## config.mk

```make
export PLATFORM = sky130hd
export DESIGN_NAME = varint_frame_deframer
export DESIGN_NICKNAME = d
export VERILOG_FILES = /design/src/sv/vfd_pkg.sv /design/src/sv/vfd_front.sv /design/src/sv/vfd_queue.sv /design/src/sv/vfd_back.sv /design/src/sv/varint_frame_deframer.sv
export SDC_FILE = /design/constraint.sdc
export NUM_CORES = 1
export LEC_CHECK = 0
export BUFFER_PORTS_ARGS = -buffer_cell sky130_fd_sc_hd__buf_2
export CAP_MARGIN = 20
export CORE_UTILIZATION = 40
export DETAILED_ROUTE_END_ITERATION = 8
export PLACE_DENSITY = 0.63
export SETUP_SLACK_MARGIN = 0.5
export SLEW_MARGIN = 20
export SYNTH_ARGS = -nofsm -noshare
export SYNTH_HDL_FRONTEND = slang
export SYNTH_SLANG_ARGS = --single-unit
```

## constraint.sdc

```tcl
create_clock -name clk -period 9.5 [get_ports clk]
set_clock_uncertainty 0.15 [all_clocks]
set_input_delay 1.9 -clock clk [delete_from_list [all_inputs] [get_ports clk]]
set_output_delay 1.9 -clock clk [all_outputs]
set_load 0.03 [all_outputs]
```

## src/sv/vfd_pkg.sv

```systemverilog
// Shared types and codes for the varint frame deframer.
// Used by vfd_front, vfd_queue, vfd_back and varint_frame_deframer.
package vfd_pkg;

    localparam int QUEUE_DEPTH_DEF = 4;

    localparam logic [1:0] KIND_PAYLOAD = 2'd0;
    localparam logic [1:0] KIND_HEADER  = 2'd1;
    localparam logic [1:0] KIND_ERROR   = 2'd2;

    localparam logic [2:0] ERR_SHORT     = 3'd0;
    localparam logic [2:0] ERR_PREAMBLE  = 3'd1;
    localparam logic [2:0] ERR_NO_SIZE   = 3'd2;
    localparam logic [2:0] ERR_NO_TYPE   = 3'd3;
    localparam logic [2:0] ERR_MISMATCH  = 3'd4;
    localparam logic [2:0] ERR_OVERFLOW  = 3'd5;
    localparam logic [2:0] ERR_TRUNCATED = 3'd6;

    typedef struct packed {
        logic [1:0]  kind;
        logic [7:0]  payload_byte;
        logic [31:0] frame_size;
        logic [31:0] frame_type;
        logic [2:0]  error_code;
        logic        payload_last;
    } vfd_result_t;

    // trunc: a truncated-payload error follows this result
    typedef struct packed {
        logic        trunc;
        vfd_result_t res;
    } vfd_entry_t;

    typedef struct packed {
        logic       valid;
        vfd_entry_t entry;
    } vfd_push_t;

endpackage

```

## src/sv/vfd_front.sv

```systemverilog
// Front part of the deframer: accepts bytes, decodes the varint header and
// classifies each byte into at most one queue entry. Depends on vfd_pkg.
module vfd_front (
    input  logic              clk,
    input  logic              rst_n,
    input  logic              s_axis_tvalid,
    output logic              s_axis_tready,
    input  logic [7:0]        s_axis_tdata,   // data_byte
    input  logic              s_axis_tlast,   // chunk_end
    input  logic              cfg_we,
    input  logic [31:0]       cfg_wdata,      // expected_type
    input  logic              q_full,
    output vfd_pkg::vfd_push_t push
);
    import vfd_pkg::*;

    typedef enum logic [2:0] {
        PH_PREAMBLE = 3'd0,
        PH_SIZE     = 3'd1,
        PH_TYPE     = 3'd2,
        PH_PAYLOAD  = 3'd3,
        PH_DROP     = 3'd4
    } phase_t;

    phase_t      phase_reg, phase_next, ph_work;
    logic [31:0] accum_reg, accum_next;
    logic [2:0]  vbytes_reg, vbytes_next;
    logic [31:0] size_reg, size_next;
    logic [31:0] remain_reg, remain_next;
    logic [1:0]  ccount_reg, ccount_next;
    logic [31:0] exp_type_reg;

    logic        accept;
    logic [1:0]  cc_inc;
    logic [4:0]  shamt;
    logic [31:0] accum_or;
    vfd_entry_t  ent;
    logic        emit;

    assign s_axis_tready = !q_full;
    assign accept        = s_axis_tvalid && !q_full;
    assign cc_inc        = (ccount_reg == 2'd3) ? ccount_reg : ccount_reg + 2'd1;

    always_comb
    begin
        case (vbytes_reg)
            3'd1:    shamt = 5'd7;
            3'd2:    shamt = 5'd14;
            3'd3:    shamt = 5'd21;
            3'd4:    shamt = 5'd28;
            default: shamt = 5'd0;
        endcase
    end

    assign accum_or = accum_reg | ({25'd0, s_axis_tdata[6:0]} << shamt);

    always_comb
    begin
        ph_work     = phase_reg;
        accum_next  = accum_reg;
        vbytes_next = vbytes_reg;
        size_next   = size_reg;
        remain_next = remain_reg;
        ccount_next = ccount_reg;
        ent         = '0;
        emit        = 1'b0;
        if (accept)
        begin
            ccount_next = cc_inc;
            if (phase_reg == PH_DROP)
            begin
            end
            else if (s_axis_tlast && cc_inc != 2'd3)
            begin
                emit               = 1'b1;
                ent.res.kind       = KIND_ERROR;
                ent.res.error_code = ERR_SHORT;
                ph_work            = PH_DROP;
            end
            else
            begin
                unique case (phase_reg)
                    PH_PAYLOAD:
                    begin
                        remain_next          = remain_reg - 32'd1;
                        emit                 = 1'b1;
                        ent.res.kind         = KIND_PAYLOAD;
                        ent.res.payload_byte = s_axis_tdata;
                        if (remain_reg == 32'd1)
                        begin
                            ent.res.payload_last = 1'b1;
                            ph_work              = PH_DROP;
                        end
                        else
                        begin
                            ent.trunc = s_axis_tlast;
                        end
                    end
                    PH_PREAMBLE, PH_SIZE, PH_TYPE:
                    begin
                        if (s_axis_tdata[7])
                        begin
                            if (vbytes_reg >= 3'd4)
                            begin
                                emit               = 1'b1;
                                ent.res.kind       = KIND_ERROR;
                                ent.res.error_code = ERR_OVERFLOW;
                                ph_work            = PH_DROP;
                            end
                            else
                            begin
                                accum_next  = accum_or;
                                vbytes_next = vbytes_reg + 3'd1;
                            end
                        end
                        else
                        begin
                            accum_next  = '0;
                            vbytes_next = '0;
                            if (phase_reg == PH_PREAMBLE)
                            begin
                                if (accum_or != 32'd0)
                                begin
                                    emit               = 1'b1;
                                    ent.res.kind       = KIND_ERROR;
                                    ent.res.error_code = ERR_PREAMBLE;
                                    ph_work            = PH_DROP;
                                end
                                else
                                begin
                                    ph_work = PH_SIZE;
                                end
                            end
                            else if (phase_reg == PH_SIZE)
                            begin
                                size_next = accum_or;
                                ph_work   = PH_TYPE;
                            end
                            else if (accum_or != exp_type_reg)
                            begin
                                emit               = 1'b1;
                                ent.res.kind       = KIND_ERROR;
                                ent.res.error_code = ERR_MISMATCH;
                                ent.res.frame_type = accum_or;
                                ph_work            = PH_DROP;
                            end
                            else
                            begin
                                emit                 = 1'b1;
                                ent.res.kind         = KIND_HEADER;
                                ent.res.frame_size   = size_reg;
                                ent.res.frame_type   = accum_or;
                                ent.res.payload_last = (size_reg == 32'd0);
                                if (size_reg == 32'd0)
                                begin
                                    ph_work = PH_DROP;
                                end
                                else
                                begin
                                    remain_next = size_reg;
                                    ph_work     = PH_PAYLOAD;
                                    ent.trunc   = s_axis_tlast;
                                end
                            end
                        end
                        if (s_axis_tlast && ph_work == PH_PREAMBLE)
                        begin
                            emit               = 1'b1;
                            ent.res.kind       = KIND_ERROR;
                            ent.res.error_code = ERR_PREAMBLE;
                        end
                        else if (s_axis_tlast && ph_work == PH_SIZE)
                        begin
                            emit               = 1'b1;
                            ent.res.kind       = KIND_ERROR;
                            ent.res.error_code = ERR_NO_SIZE;
                        end
                        else if (s_axis_tlast && ph_work == PH_TYPE)
                        begin
                            emit               = 1'b1;
                            ent.res.kind       = KIND_ERROR;
                            ent.res.error_code = ERR_NO_TYPE;
                        end
                    end
                    default:
                    begin
                    end
                endcase
            end
            if (s_axis_tlast)
            begin
                ph_work     = PH_PREAMBLE;
                accum_next  = '0;
                vbytes_next = '0;
                ccount_next = '0;
            end
        end
        phase_next = ph_work;
    end

    assign push.valid = emit;
    assign push.entry = ent;

    always_ff @(posedge clk or negedge rst_n)
    begin
        if (!rst_n)
        begin
            phase_reg    <= PH_PREAMBLE;
            accum_reg    <= '0;
            vbytes_reg   <= '0;
            size_reg     <= '0;
            remain_reg   <= '0;
            ccount_reg   <= '0;
            exp_type_reg <= '0;
        end
        else
        begin
            phase_reg  <= phase_next;
            accum_reg  <= accum_next;
            vbytes_reg <= vbytes_next;
            size_reg   <= size_next;
            remain_reg <= remain_next;
            ccount_reg <= ccount_next;
            if (cfg_we)
            begin
                exp_type_reg <= cfg_wdata;
            end
        end
    end

endmodule

```

## src/sv/vfd_queue.sv

```systemverilog
// Short entry queue between the front and back parts of the deframer.
// Depends on vfd_pkg.
module vfd_queue #(
    parameter int DEPTH = vfd_pkg::QUEUE_DEPTH_DEF
) (
    input  logic                clk,
    input  logic                rst_n,
    input  vfd_pkg::vfd_push_t  push,
    input  logic                pop,
    output logic                full,
    output logic                empty,
    output vfd_pkg::vfd_entry_t head
);
    import vfd_pkg::*;

    localparam int PW = (DEPTH > 1) ? $clog2(DEPTH) : 1;
    localparam int CW = $clog2(DEPTH + 1);

    vfd_entry_t    mem [DEPTH];
    logic [PW-1:0] wr_ptr_reg, wr_ptr_next;
    logic [PW-1:0] rd_ptr_reg, rd_ptr_next;
    logic [CW-1:0] count_reg, count_next;
    logic          do_push, do_pop;

    assign full    = (count_reg == CW'(DEPTH));
    assign empty   = (count_reg == '0);
    assign do_push = push.valid && !full;
    assign do_pop  = pop && !empty;
    assign head    = mem[rd_ptr_reg];

    always_comb
    begin
        wr_ptr_next = wr_ptr_reg;
        rd_ptr_next = rd_ptr_reg;
        count_next  = count_reg;
        if (do_push)
        begin
            wr_ptr_next = (wr_ptr_reg == PW'(DEPTH - 1)) ? '0 : wr_ptr_reg + PW'(1);
        end
        if (do_pop)
        begin
            rd_ptr_next = (rd_ptr_reg == PW'(DEPTH - 1)) ? '0 : rd_ptr_reg + PW'(1);
        end
        if (do_push && !do_pop)
        begin
            count_next = count_reg + CW'(1);
        end
        else if (do_pop && !do_push)
        begin
            count_next = count_reg - CW'(1);
        end
    end

    always_ff @(posedge clk)
    begin
        if (do_push)
        begin
            mem[wr_ptr_reg] <= push.entry;
        end
    end

    always_ff @(posedge clk or negedge rst_n)
    begin
        if (!rst_n)
        begin
            wr_ptr_reg <= '0;
            rd_ptr_reg <= '0;
            count_reg  <= '0;
        end
        else
        begin
            wr_ptr_reg <= wr_ptr_next;
            rd_ptr_reg <= rd_ptr_next;
            count_reg  <= count_next;
        end
    end

endmodule

```

## src/sv/vfd_back.sv

```systemverilog
// Back part of the deframer: drains queue entries into the output register,
// expanding a trailing truncated-payload error. Depends on vfd_pkg.
module vfd_back (
    input  logic                clk,
    input  logic                rst_n,
    input  logic                q_empty,
    input  vfd_pkg::vfd_entry_t q_head,
    output logic                q_pop,
    output logic                m_axis_tvalid,
    input  logic                m_axis_tready,
    output logic [79:0]         m_axis_tdata,
    output logic [1:0]          m_axis_tuser,
    output logic                m_axis_tlast
);
    import vfd_pkg::*;

    logic        valid_reg, valid_next;
    logic        pend_reg, pend_next;
    logic        last_reg, last_next;
    vfd_result_t res_reg, res_next;
    logic        load_free;

    assign load_free = !valid_reg || m_axis_tready;
    assign q_pop     = load_free && !pend_reg && !q_empty;

    always_comb
    begin
        valid_next = valid_reg;
        pend_next  = pend_reg;
        last_next  = last_reg;
        res_next   = res_reg;
        if (load_free)
        begin
            if (pend_reg)
            begin
                valid_next          = 1'b1;
                pend_next           = 1'b0;
                last_next           = 1'b1;
                res_next            = '0;
                res_next.kind       = KIND_ERROR;
                res_next.error_code = ERR_TRUNCATED;
            end
            else if (!q_empty)
            begin
                valid_next = 1'b1;
                pend_next  = q_head.trunc;
                last_next  = !q_head.trunc;
                res_next   = q_head.res;
            end
            else
            begin
                valid_next = 1'b0;
            end
        end
    end

    assign m_axis_tvalid = valid_reg;
    assign m_axis_tlast  = last_reg;
    assign m_axis_tuser  = res_reg.kind;
    assign m_axis_tdata  = {4'd0, res_reg.payload_last, res_reg.error_code,
                            res_reg.frame_type, res_reg.frame_size, res_reg.payload_byte};

    always_ff @(posedge clk)
    begin
        res_reg  <= res_next;
        last_reg <= last_next;
    end

    always_ff @(posedge clk or negedge rst_n)
    begin
        if (!rst_n)
        begin
            valid_reg <= 1'b0;
            pend_reg  <= 1'b0;
        end
        else
        begin
            valid_reg <= valid_next;
            pend_reg  <= pend_next;
        end
    end

endmodule

```

## src/sv/varint_frame_deframer.sv

```systemverilog
// Varint length-prefixed frame deframer, top level.
// Depends on vfd_pkg, vfd_front, vfd_queue and vfd_back.
//
// Takes one byte per cycle while s_axis_tready is high. The front part decodes
// each byte combinationally into at most one queue entry; the back part sends
// one result per cycle while m_axis_tready is high. A byte that ends a chunk
// while payload is still due gives two results (the header or payload byte,
// then a truncated-payload error), both sent before the next entry is taken.
// A QUEUE_DEPTH-entry queue sits between the parts; s_axis_tready drops only
// while it is full. The user must write expected_type through cfg_we/cfg_wdata
// only while no frame is in flight; the block itself does not enforce this.
module varint_frame_deframer #(
    parameter int QUEUE_DEPTH = vfd_pkg::QUEUE_DEPTH_DEF
) (
    input  logic        clk,
    input  logic        rst_n,
    input  logic        s_axis_tvalid,
    output logic        s_axis_tready,
    input  logic [7:0]  s_axis_tdata,   // [7:0] data_byte
    input  logic        s_axis_tlast,   // chunk_end
    output logic        m_axis_tvalid,
    input  logic        m_axis_tready,
    // [7:0] payload_byte, [39:8] frame_size, [71:40] frame_type,
    // [74:72] error_code, [75] payload_last, [79:76] zero
    output logic [79:0] m_axis_tdata,
    output logic [1:0]  m_axis_tuser,   // [1:0] kind
    output logic        m_axis_tlast,   // last
    input  logic        cfg_we,
    input  logic [31:0] cfg_wdata       // expected_type
);
    import vfd_pkg::*;

    vfd_push_t  push;
    vfd_entry_t q_head;
    logic       q_full, q_empty, q_pop;

    vfd_front u_front (
        .clk           (clk),
        .rst_n         (rst_n),
        .s_axis_tvalid (s_axis_tvalid),
        .s_axis_tready (s_axis_tready),
        .s_axis_tdata  (s_axis_tdata),
        .s_axis_tlast  (s_axis_tlast),
        .cfg_we        (cfg_we),
        .cfg_wdata     (cfg_wdata),
        .q_full        (q_full),
        .push          (push)
    );

    vfd_queue #(
        .DEPTH (QUEUE_DEPTH)
    ) u_queue (
        .clk   (clk),
        .rst_n (rst_n),
        .push  (push),
        .pop   (q_pop),
        .full  (q_full),
        .empty (q_empty),
        .head  (q_head)
    );

    vfd_back u_back (
        .clk           (clk),
        .rst_n         (rst_n),
        .q_empty       (q_empty),
        .q_head        (q_head),
        .q_pop         (q_pop),
        .m_axis_tvalid (m_axis_tvalid),
        .m_axis_tready (m_axis_tready),
        .m_axis_tdata  (m_axis_tdata),
        .m_axis_tuser  (m_axis_tuser),
        .m_axis_tlast  (m_axis_tlast)
    );

    a_error_is_last: assert property (@(posedge clk) disable iff (!rst_n)
        m_axis_tvalid && m_axis_tuser == KIND_ERROR |-> m_axis_tlast)
        else $error("error result not marked last");

    a_header_zero_size: assert property (@(posedge clk) disable iff (!rst_n)
        m_axis_tvalid && m_axis_tuser == KIND_HEADER && m_axis_tdata[75]
        |-> m_axis_tdata[39:8] == 32'd0)
        else $error("header flagged last with nonzero size");

    a_payload_clean: assert property (@(posedge clk) disable iff (!rst_n)
        m_axis_tvalid && m_axis_tuser == KIND_PAYLOAD
        |-> m_axis_tdata[74:8] == 67'd0)
        else $error("payload result carries header or error fields");

    a_no_accept_when_full: assert property (@(posedge clk) disable iff (!rst_n)
        q_full |-> !s_axis_tready)
        else $error("input ready while queue full");

endmodule
```

### Word level (Yosys, flattened, before mapping)

Memory sizes are Yosys's and may differ from the RTL's.
Cells that the tools add are included.

| cells by class | value |
|---|---|
| add/subtract/negate cells | 7 |
| shift operators | 1 |
| reductions and logical operators | 34 |
| equal/unequal tests | 27 |
| bitwise logic cells | 5 |
| multiplexer cells | 102 |
| magnitude comparators | 1 |

Operator list:

| cell | count |
|---|---|
| 2-to-1 mux 32 bit | 12 |
| 2-to-1 mux 79 bit | 2 |
| 2-to-1 mux 64 bit | 2 |
| 2-to-1 mux 3 bit | 32 |
| 2-to-1 mux 78 bit | 1 |
| 2-to-1 mux 72 bit | 1 |
| 2-to-1 mux 68 bit | 1 |
| 2-to-1 mux 67 bit | 1 |
| one-hot mux 32 bit (2 select lines) | 1 |
| == test 32 x 1 -> 1 bit, second input constant | 1 |
| zero test 32 bit | 1 |
| != test 32 bit | 1 |
| bitwise OR 32 bit | 1 |
| nonzero test 32 bit | 1 |
| left shift 7 x 5 -> 32 bit | 1 |
| subtractor 32 x 1 -> 32 bit, second input constant | 1 |
| 2-to-1 mux 1 bit | 30 |
| 2-to-1 mux 2 bit | 13 |
| one-hot mux 5 bit (4 select lines) | 1 |
| != test 2 bit, second input constant | 9 |
| == test 3 x 2 -> 1 bit, second input constant | 5 |
| one-hot mux 3 bit (2 select lines) | 2 |
| logical AND 1 bit | 11 |
| == test 3 x 1 -> 1 bit, second input constant | 3 |
| 22 further kinds | 43 |

| word-level totals | value |
|---|---|
| word-level logic and storage cells | 197 |
| bits in writable memories | 316 |
| register bits | 224 |
| output and inout bits | 85 |
| input bits | 46 |
| memories kept | 1 |

Memory list:

| memory | depth | width | rd ports | clocked after Yosys merged registers in | wr ports | line | text |
|---|---|---|---|---|---|---|---|
| u_queue.mem | 4 | 79 | 1 | 0 | 1 | vfd_queue.sv:19 | `vfd_entry_t mem [DEPTH];` |

### Logic depth before layout (Yosys ltp)

Gate-level depths: netlist of run 1.

| depth | value |
|---|---|
| depth in word-level cells | 27 |
| gate-level depth with buffers | 18 |

### Modules after synthesis

From an unflattened synthesis of run 1, not the netlist that was laid out.

| unflattened totals | value |
|---|---|
| cell total of the unflattened synthesis | 1673 |
| area total of the unflattened synthesis | 23741.5 um^2 |

By module, submodules not included:

| module | instances | sequential area each (um^2) | cells each | area each (um^2) |
|---|---|---|---|---|
| vfd_queue | 1 | 9664.3 | 450 | 11870.1 |
| vfd_front | 1 | 3403.3 | 1042 | 8814.7 |
| vfd_back | 1 | 2422.3 | 181 | 3056.7 |

### Least setup slack after synthesis of run 1

No wires, ideal clock.

| timing path | value |
|---|---|
| path type | input -> register |
| start | input port s_axis_tdata[1] |
| end | memory u_queue.mem[0][0] in the netlist's numbering, enable pin |
| slack | 2907 ps |
| data arrival time | 5997 ps |
| library setup time | 446 ps |
| stages on the path | 10 |
| buffers on the path | 1 |
| cells stage by stage | clkbuf_1 > mux2_2 > a221oi_4 > inv_1 > nor4bb_1 > nand4_1 > o31ai_1 > a211oi_1 > a211oi_2 > and2_1 |

| on the way | value |
|---|---|
| longest elaborated chain between the ends | 23 |

RTL lines:

| element | line | text |
|---|---|---|
| from (decl) | varint_frame_deframer.sv:19 | `input logic [7:0] s_axis_tdata,` |
| left shift 7 x 5 -> 32 bit (*) | vfd_front.sv:55 | `assign accum_or = accum_reg \| ({25'd0, s_axis_tdata[6:0]} << shamt);` |
| bitwise OR 32 bit (*) | vfd_front.sv:55 |  |
| != test 32 bit | vfd_front.sv:139 | `else if (accum_or != exp_type_reg)` |
| 2-to-1 mux 3 bit | vfd_front.sv:139 |  |
| 2-to-1 mux 3 bit | vfd_front.sv:134 | `else if (phase_reg == PH_SIZE)` |
| 2-to-1 mux 3 bit | vfd_front.sv:120 | `if (phase_reg == PH_PREAMBLE)` |
| 2-to-1 mux 3 bit | vfd_front.sv:101 | `if (s_axis_tdata[7])` |
| 2-to-1 mux 3 bit | vfd_front.sv:82 | `unique case (phase_reg)` |
| (+8 left out) | - |  |
| one-hot mux 1 bit (2 select lines) (*) | vfd_front.sv:82 |  |
| 2-to-1 mux 1 bit (*) | vfd_front.sv:73 | `else if (s_axis_tlast && cc_inc != 2'd3)` |
| 2-to-1 mux 1 bit (*) | vfd_front.sv:70 | `if (phase_reg == PH_DROP)` |
| 2-to-1 mux 1 bit (*) | vfd_front.sv:67 | `if (accept)` |
| logical AND 1 bit (*) | vfd_queue.sv:27 | `assign do_push = push.valid && !full;` |
| net u_queue.do_push | vfd_queue.sv:23 | `logic do_push, do_pop;` |
| 2-to-1 mux 1 bit (*) | vfd_queue.sv:56 | `if (do_push)` |
| 2-to-1 mux 1 bit (not written as such) (*) | vfd_queue.sv:58 | `mem[wr_ptr_reg] <= push.entry;` |
| to (decl) | vfd_queue.sv:19 |  |

Mark *: on every way through the listed nets, which the timed path passes. The rest lies on a longest branch. The select of a mux whose other input is x is not followed.

### Final worst setup path of run 1

| timing path | value |
|---|---|
| start | register u_front.vbytes_reg[0] |
| end | memory u_queue.mem[3][61] in the netlist's numbering, enable pin |

| on the way | value |
|---|---|
| longest elaborated chain between the ends | 25 |

RTL lines:

| element | line | text |
|---|---|---|
| from (decl) | vfd_front.sv:27 | `logic [2:0] vbytes_reg, vbytes_next;` |
| from (signal assigned) | vfd_front.sv:220 | `vbytes_reg <= vbytes_next;` |
| == test 3 bit, or another cell as far along | vfd_front.sv:46 | `case (vbytes_reg)` |
| one-hot mux 5 bit (4 select lines) | vfd_front.sv:46 |  |
| left shift 7 x 5 -> 32 bit | vfd_front.sv:55 |  |
| bitwise OR 32 bit | vfd_front.sv:55 |  |
| != test 32 bit | vfd_front.sv:139 |  |
| 2-to-1 mux 3 bit | vfd_front.sv:139 |  |
| 2-to-1 mux 3 bit | vfd_front.sv:134 |  |
| 2-to-1 mux 3 bit | vfd_front.sv:120 |  |
| (+10 left out) | - |  |
| one-hot mux 1 bit (2 select lines) (*) | vfd_front.sv:82 |  |
| 2-to-1 mux 1 bit (*) | vfd_front.sv:73 |  |
| 2-to-1 mux 1 bit (*) | vfd_front.sv:70 |  |
| 2-to-1 mux 1 bit (*) | vfd_front.sv:67 |  |
| logical AND 1 bit (*) | vfd_queue.sv:27 |  |
| net u_queue.do_push | vfd_queue.sv:23 |  |
| 2-to-1 mux 1 bit (*) | vfd_queue.sv:56 |  |
| 2-to-1 mux 1 bit (not written as such) (*) | vfd_queue.sv:58 |  |

Marked as above.

==> out/metrics.csv, run 1 <==
metric,value,unit
cts hold-fix bufs,0,
DIE WIDTH,244,um
Pleak,9.53,nW
hpwl dp,39800,um
CP Class,register to register,
register bit total from synthesis,540,
Area Growth Syn to Fin,13.5,%
status,"finished, final reports clean",
post-synthesis simple-gate area fraction,12.4,%
core area,57800,um^2
vias in the first global route,14600,
via count,14700,
crit path time final,6.47,ns
Peak Freq,0.155,GHz
Die H,244,um
post_cts resized,0,
Root Driver,clkbuf_16,
area occupied by multi-input gates,7490,um^2
pwr dens,274,nW/um^2
total grt overflow,0,
top_reg_cell synth,edfxtp_1,
clk_lat worst skew,0.62,ns
VDD IR max,0.140,mV
most frequent cells in the layout,"edfxtp_1 (395), dfrtp_1 (142), nor2_1 (135)",
drc violations,0,
Worst setup SP type,register,
sequential standard cell area,15500,um^2
"critical path fanouts, max",49,
TritonRoute pass-1 iters,5,
Final Slew Violations,0,
first-pass GRT wire length,91700,um
MaxCap Viol Count,0,
critical-path cell list,ha_1 -> buf_4 -> ha_1 -> o21ai_4 -> and4_1 -> a311oi_2 -> nor4bb_1 -> nand4_1 -> o31ai_1 -> a211oi_1 -> a211oi_2 -> and2_4 -> buf_4,
Final ANT Viol Nets,0,
CTS Sinks,540,
GRT Total Usage,20.3,%
Hold WC Path Type,register to register,
Synth Instances,1670,
final net count,1838,
layout cells sized above 1,21.4,%
post-layout util,46.0,%
"slowest stage cell, crit path",and2_4,
gpl congestion,0.894,
full die area,59600,um^2
setup bufs post-CTS,0,
First DRT Iteration DRCs,1137,
Clock transition at path regs,0.07,ns
Vias/cell,5.68,
clock buffer depth,3,
Synth Area in XOR/XNOR,0.523,%
Rel. slew slack,25.6,%
Mapped Avg Cell Area,14.0,um^2
"Cell Area, Synth",23500,um^2
CTS Buf Count,55,
io pins,131,
filler cell count,5087,
Synth cell types,89,
largest net degree at the start of global routing,79,
dpl ws,2.65,ns
mux share of post-synthesis cell area,9.53,%
largest family of logic cells by synthesized area,simple AND/OR/NAND/NOR gates,
Worst setup EP type,register,
Largest Register,u_queue.mem,
Largest register FFs,316,
RSZ-0062 raised after global routing,false,
"EDFF count, synth",395,
initial antenna violation count,4,
final setup vio count,0,
share of synthesized flip-flops with an asynchronous set or reset,26.9,%
initial core utilization,40.6,%
CP required,9.59,ns
Yosys Warn Count,0,
IO buf count,126,
Synth Area in Compound Gates,8.41,%
worst slew pin tran,1.11,ns
"commonest non-fill, non-tap cell in the layout",edfxtp_1,
num rows,88,
final hold violations,0,
average wire per standard cell,23.2,um
CTS tree,built,
Fin Setup TNS,0,ns
Final Cycle Share,68.1,%
Worst path max stage delay,0.75,ns
"Seq/Total Area, Yosys",66.0,%
Synth Area in Adders,0.779,%
PnR worst setup slack,3.03,ns
final wirelength,60000,um
Worst EP arrival,6.56,ns
H-tree depth,2,
## per-layer routing
metal	up-vias	track usage [%]	routed length, um
li1	6589	-	-
met1	7503	28.5	26300
met2	472	32.1	28500
met3	106	3.35	3330
met4	4	6.60	1810
met5	-	0	24
## metrics by stage
step	hold slack (ns)	cell area (um^2)	total power, mW	cells
after floorplan	0.294	23500	4.66	1673
after global placement	0.327	24900	5.28	2486
after detailed placement	0.336	24900	5.29	2486
after CTS	0.353	26600	7.39	2584
after global routing	0.403	26600	7.63	2585
final	0.355	26600	7.30	2585
## worst paths after layout
check                           cells past startpoint                   from                       end  slack (ns)
worst max-delay path                               13  u_front.vbytes_reg[0]        u_queue.mem[3][61]        3.03
worst min-delay path                                2  u_front.accum_reg[21]     u_front.accum_reg[21]        0.35
worst max register to register                     13  u_front.vbytes_reg[0]        u_queue.mem[3][61]        3.03
worst min register to register                      2  u_front.accum_reg[21]     u_front.accum_reg[21]        0.35
max in group asynchronous                           2                  rst_n     u_queue.rd_ptr_reg[0]        6.39
min in group asynchronous                           1                  rst_n  u_front.exp_type_reg[27]        1.18
## worst max-delay path, delay by kind of cell (launching register included)
| kind | cells | cell delay, ns |
|---|---|---|
| and+or+nand+nor | 4 | 1.83 |
| buffers and inverters | 2 | 0.84 |
| DFF | 1 | 0.42 |
| AOI/OAI and AO/OA | 5 | 1.89 |
| adders and majority gates | 2 | 0.86 |
## logic make-up after synthesis
kind of cell,count (synthesis)
mux,120
compound gates,296
simple gates,552
other cells,1
xor+xnor,14
fa+ha+maj,14
buf+inv,133
flops,540
## synthesized netlist by cell type (all sizes together) (4+ instances only)
master | n | share of area (%)
a2111oi | 10 | 0.45
a211oi | 11 | 0.37
a21oi | 85 | 1.8
a22o | 5 | 0.19
a22oi | 5 | 0.18
a2bb2oi | 14 | 0.52
a311oi | 4 | 0.18
a31oi | 13 | 0.35
and2 | 42 | 1.1
and3 | 14 | 0.37
and4 | 4 | 0.15
buf | 30 | 0.69
clkbuf | 74 | 1.2
dfrtp | 145 | 15
edfxtp | 395 | 51
ha | 13 | 0.69
inv | 29 | 0.46
mux2 | 37 | 1.8
mux2i | 4 | 0.17
mux4 | 79 | 7.6
nand2 | 95 | 1.5
nand2b | 15 | 0.40
nand3 | 27 | 0.58
nand3b | 5 | 0.16
nand4 | 14 | 0.37
nor2 | 138 | 2.2
nor2b | 95 | 2.5
nor3 | 37 | 0.79
nor3b | 7 | 0.22
nor4 | 30 | 0.83
nor4b | 4 | 0.24
o211ai | 8 | 0.26
o21a | 4 | 0.13
o21ai | 76 | 1.7
o221ai | 4 | 0.15
o22ai | 9 | 0.24
o31ai | 14 | 0.47
or2 | 7 | 0.19
or4 | 7 | 0.24
xnor2 | 12 | 0.45
## report_power, final
| part | switching, mW | total, mW | leakage, nW | internal (mW) |
|---|---|---|---|---|
| registers | 0.228 | 3.20 | 5.65 | 2.97 |
| logic | 1.27 | 2.01 | 3.04 | 0.749 |
| clock network | 0.893 | 2.09 | 0.845 | 1.19 |
| total | 2.39 | 7.30 | 9.53 | 4.91 |
## layout make-up
| type | count | share of cell area [%] |
|---|---|---|
| clock inverter | 22 | 0.809 |
| inverter | 29 | 0.409 |
| tap | 765 | 3.60 |
| multi-input combinational | 1000 | 28.1 |
| sequential | 540 | 58.2 |
| antenna | 1 | 0.00940 |
| clock buffer | 76 | 5.69 |
| timing repair buffer | 152 | 3.13 |
Note: power is estimated with default switching activity, not from simulation.
==> run 2, diff against run 1 <==
==> constraint.sdc (replaced) <==
create_clock -name clk -period 6.1 [get_ports clk]
set_clock_uncertainty 0.15 [all_clocks]
set_input_delay 1.22 -clock clk [delete_from_list [all_inputs] [get_ports clk]]
set_output_delay 1.22 -clock clk [all_outputs]
set_load 0.03 [all_outputs]
==> run 2 against run 1 <==
Sequential power increased by 54%. Combinational power rose by 60%. Worst hold slack lost 0.047 ns. Largest cell class unchanged. Highest routed layer is now met4.
==> out/metrics.csv, run 2 (same netlist as run 1, synthesis figures left out) <==
metric,value,unit
largest net degree at the start of global routing,80,
io pins,131,
Peak Freq,0.188,GHz
TritonRoute pass-1 iters,5,
gpl congestion,0.940,
First DRT Iteration DRCs,1505,
Final Slew Violations,0,
pwr dens,427,nW/um^2
final wirelength,58700,um
CP Class,register to register,
cts hold-fix bufs,0,
"slowest stage cell, crit path",ha_1,
PnR worst setup slack,0.776,ns
via count,14600,
worst slew pin tran,1.13,ns
Worst setup EP type,register,
Root Driver,clkbuf_16,
r2r setup slk,0.78,ns
Largest Register,u_queue.mem,
MaxCap Viol Count,0,
"critical path fanouts, max",79,
RR Startpoint,u_front.vbytes_reg[0],
Worst setup SP type,register,
Hold WC Path Type,input port to async pin,
"commonest non-fill, non-tap cell in the layout",edfxtp_1,
critical-path cell list,inv_1 -> ha_1 -> o21ai_4 -> and4_1 -> a311oi_2 -> nor4bb_1 -> nand4_1 -> o31ai_1 -> a211oi_1 -> a211oi_2 -> buf_4 -> and2_4 -> buf_12,
clock buffer depth,3,
Final Cycle Share,87.3,%
"CP delay by family, top",compound AO/OA/AOI/OAI gates,
Die H,244,um
vias in the first global route,14700,
reg2reg end,u_queue.mem[0][5],
Final ANT Viol Nets,0,
IO buf count,126,
"Buf+Inv Stages, Crit Path",3,
Worst path max stage delay,0.64,ns
Area Growth Syn to Fin,14.7,%
status,"finished, final reports clean",
final net count,1856,
Worst R2R Path Depth,13,
CTS Buf Count,56,
RSZ-0062 raised after global routing,false,
first-pass GRT wire length,90600,um
H-tree depth,2,
filler cell count,5096,
drc violations,0,
full die area,59600,um^2
initial core utilization,40.6,%
layout cells sized above 1,22.4,%
Worst path depth,13,
initial antenna violation count,1,
setup bufs post-CTS,0,
CTS tree,built,
total grt overflow,0,
GRT Total Usage,19.8,%
Largest register FFs,316,
average wire per standard cell,22.5,um
Vias/cell,5.61,
Worst EP arrival,5.42,ns
clk_lat worst skew,0.63,ns
final hold violations,0,
dpl ws,0.875,ns
core area,57800,um^2
Fin Setup TNS,0,ns
crit path time final,5.32,ns
Pleak,9.68,nW
DIE WIDTH,244,um
hpwl dp,37900,um
CTS Sinks,540,
post_cts resized,0,
num rows,88,
VDD IR max,0.237,mV
CP required,6.20,ns
most frequent cells in the layout,"edfxtp_1 (395), dfrtp_1 (142), nor2_1 (136)",
area occupied by multi-input gates,7480,um^2
sequential standard cell area,15500,um^2
Clock transition at path regs,0.06,ns
Rel. slew slack,24.3,%
final setup vio count,0,
==> run 2: worst max-delay path by stage <==
| stage | from | to | slack [ns] |
|---|---|---|---|
| 2_1_floorplan | m_axis_tready | u_back.m_axis_tdata[0] | 0.84 |
| 3_3_place_gp | s_axis_tdata[2] | u_queue.count_reg[2] | 0.95 |
| 3_5_place_dp | s_axis_tdata[4] | u_queue.mem[3][17] | 0.88 |
| 4_1_cts | u_front.vbytes_reg[0] | u_queue.count_reg[2] | 0.92 |
| 5_1_grt | u_front.vbytes_reg[0] | u_queue.count_reg[2] | 0.60 |
| 6_report | u_front.vbytes_reg[0] | u_queue.mem[0][5] | 0.78 |
==> run 2: per-layer routing <==
metal  vias to the layer above  GRT usage [%]  part of all wire (%)
met1                      7379           27.7                    43
met4                         0           6.16                   2.8
li1                       6598              -                     -
met5                         -              0                     0
met3                       101           3.40                   6.5
met2                       552           31.6                    48
==> run 2: worst register-to-register path: stages, from the launching register on <==
cell      delay [ns]
dfrtp_1         0.42
inv_1           0.10
ha_1            0.64
o21ai_4         0.24
and4_1          0.28
a311oi_2        0.52
nor4bb_1        0.37
nand4_1         0.34
o31ai_1         0.57
a211oi_1        0.12
a211oi_2        0.32
buf_4           0.20
and2_4          0.15
buf_12          0.33
==> run 2: area by class of cell <==
cell class,count,share of cell area [%]
timing repair buffer,169,3.86
inverter,29,0.405
clock buffer,71,5.65
sequential,540,57.6
multi-input combinational,1000,27.8
antenna,1,0.00930
tap,765,3.56
clock inverter,33,1.10
==> run 2: where the power goes <==
group	switching [mW]	total, mW	internal [mW]
logic	2.02	3.22	1.20
clock network	1.46	3.36	1.90
registers	0.295	4.92	4.63
total	3.77	11.5	7.73
==> run 2: per-stage QoR <==
step / instances / hold WS, ns / instance area [um^2] / util [%] / total power [mW]
finish: 2608 / 0.308 / 26900 / 46.5 / 11.5
global route: 2607 / 0.304 / 26900 / 46.5 / 12.0
CTS: 2607 / 0.301 / 26900 / 46.5 / 11.6
detailed placement: 2503 / 0.342 / 25100 / 43.4 / 8.27
global placement: 2503 / 0.329 / 25100 / 43.4 / 8.25
floorplan: 1673 / 0.294 / 23500 / - / 7.24
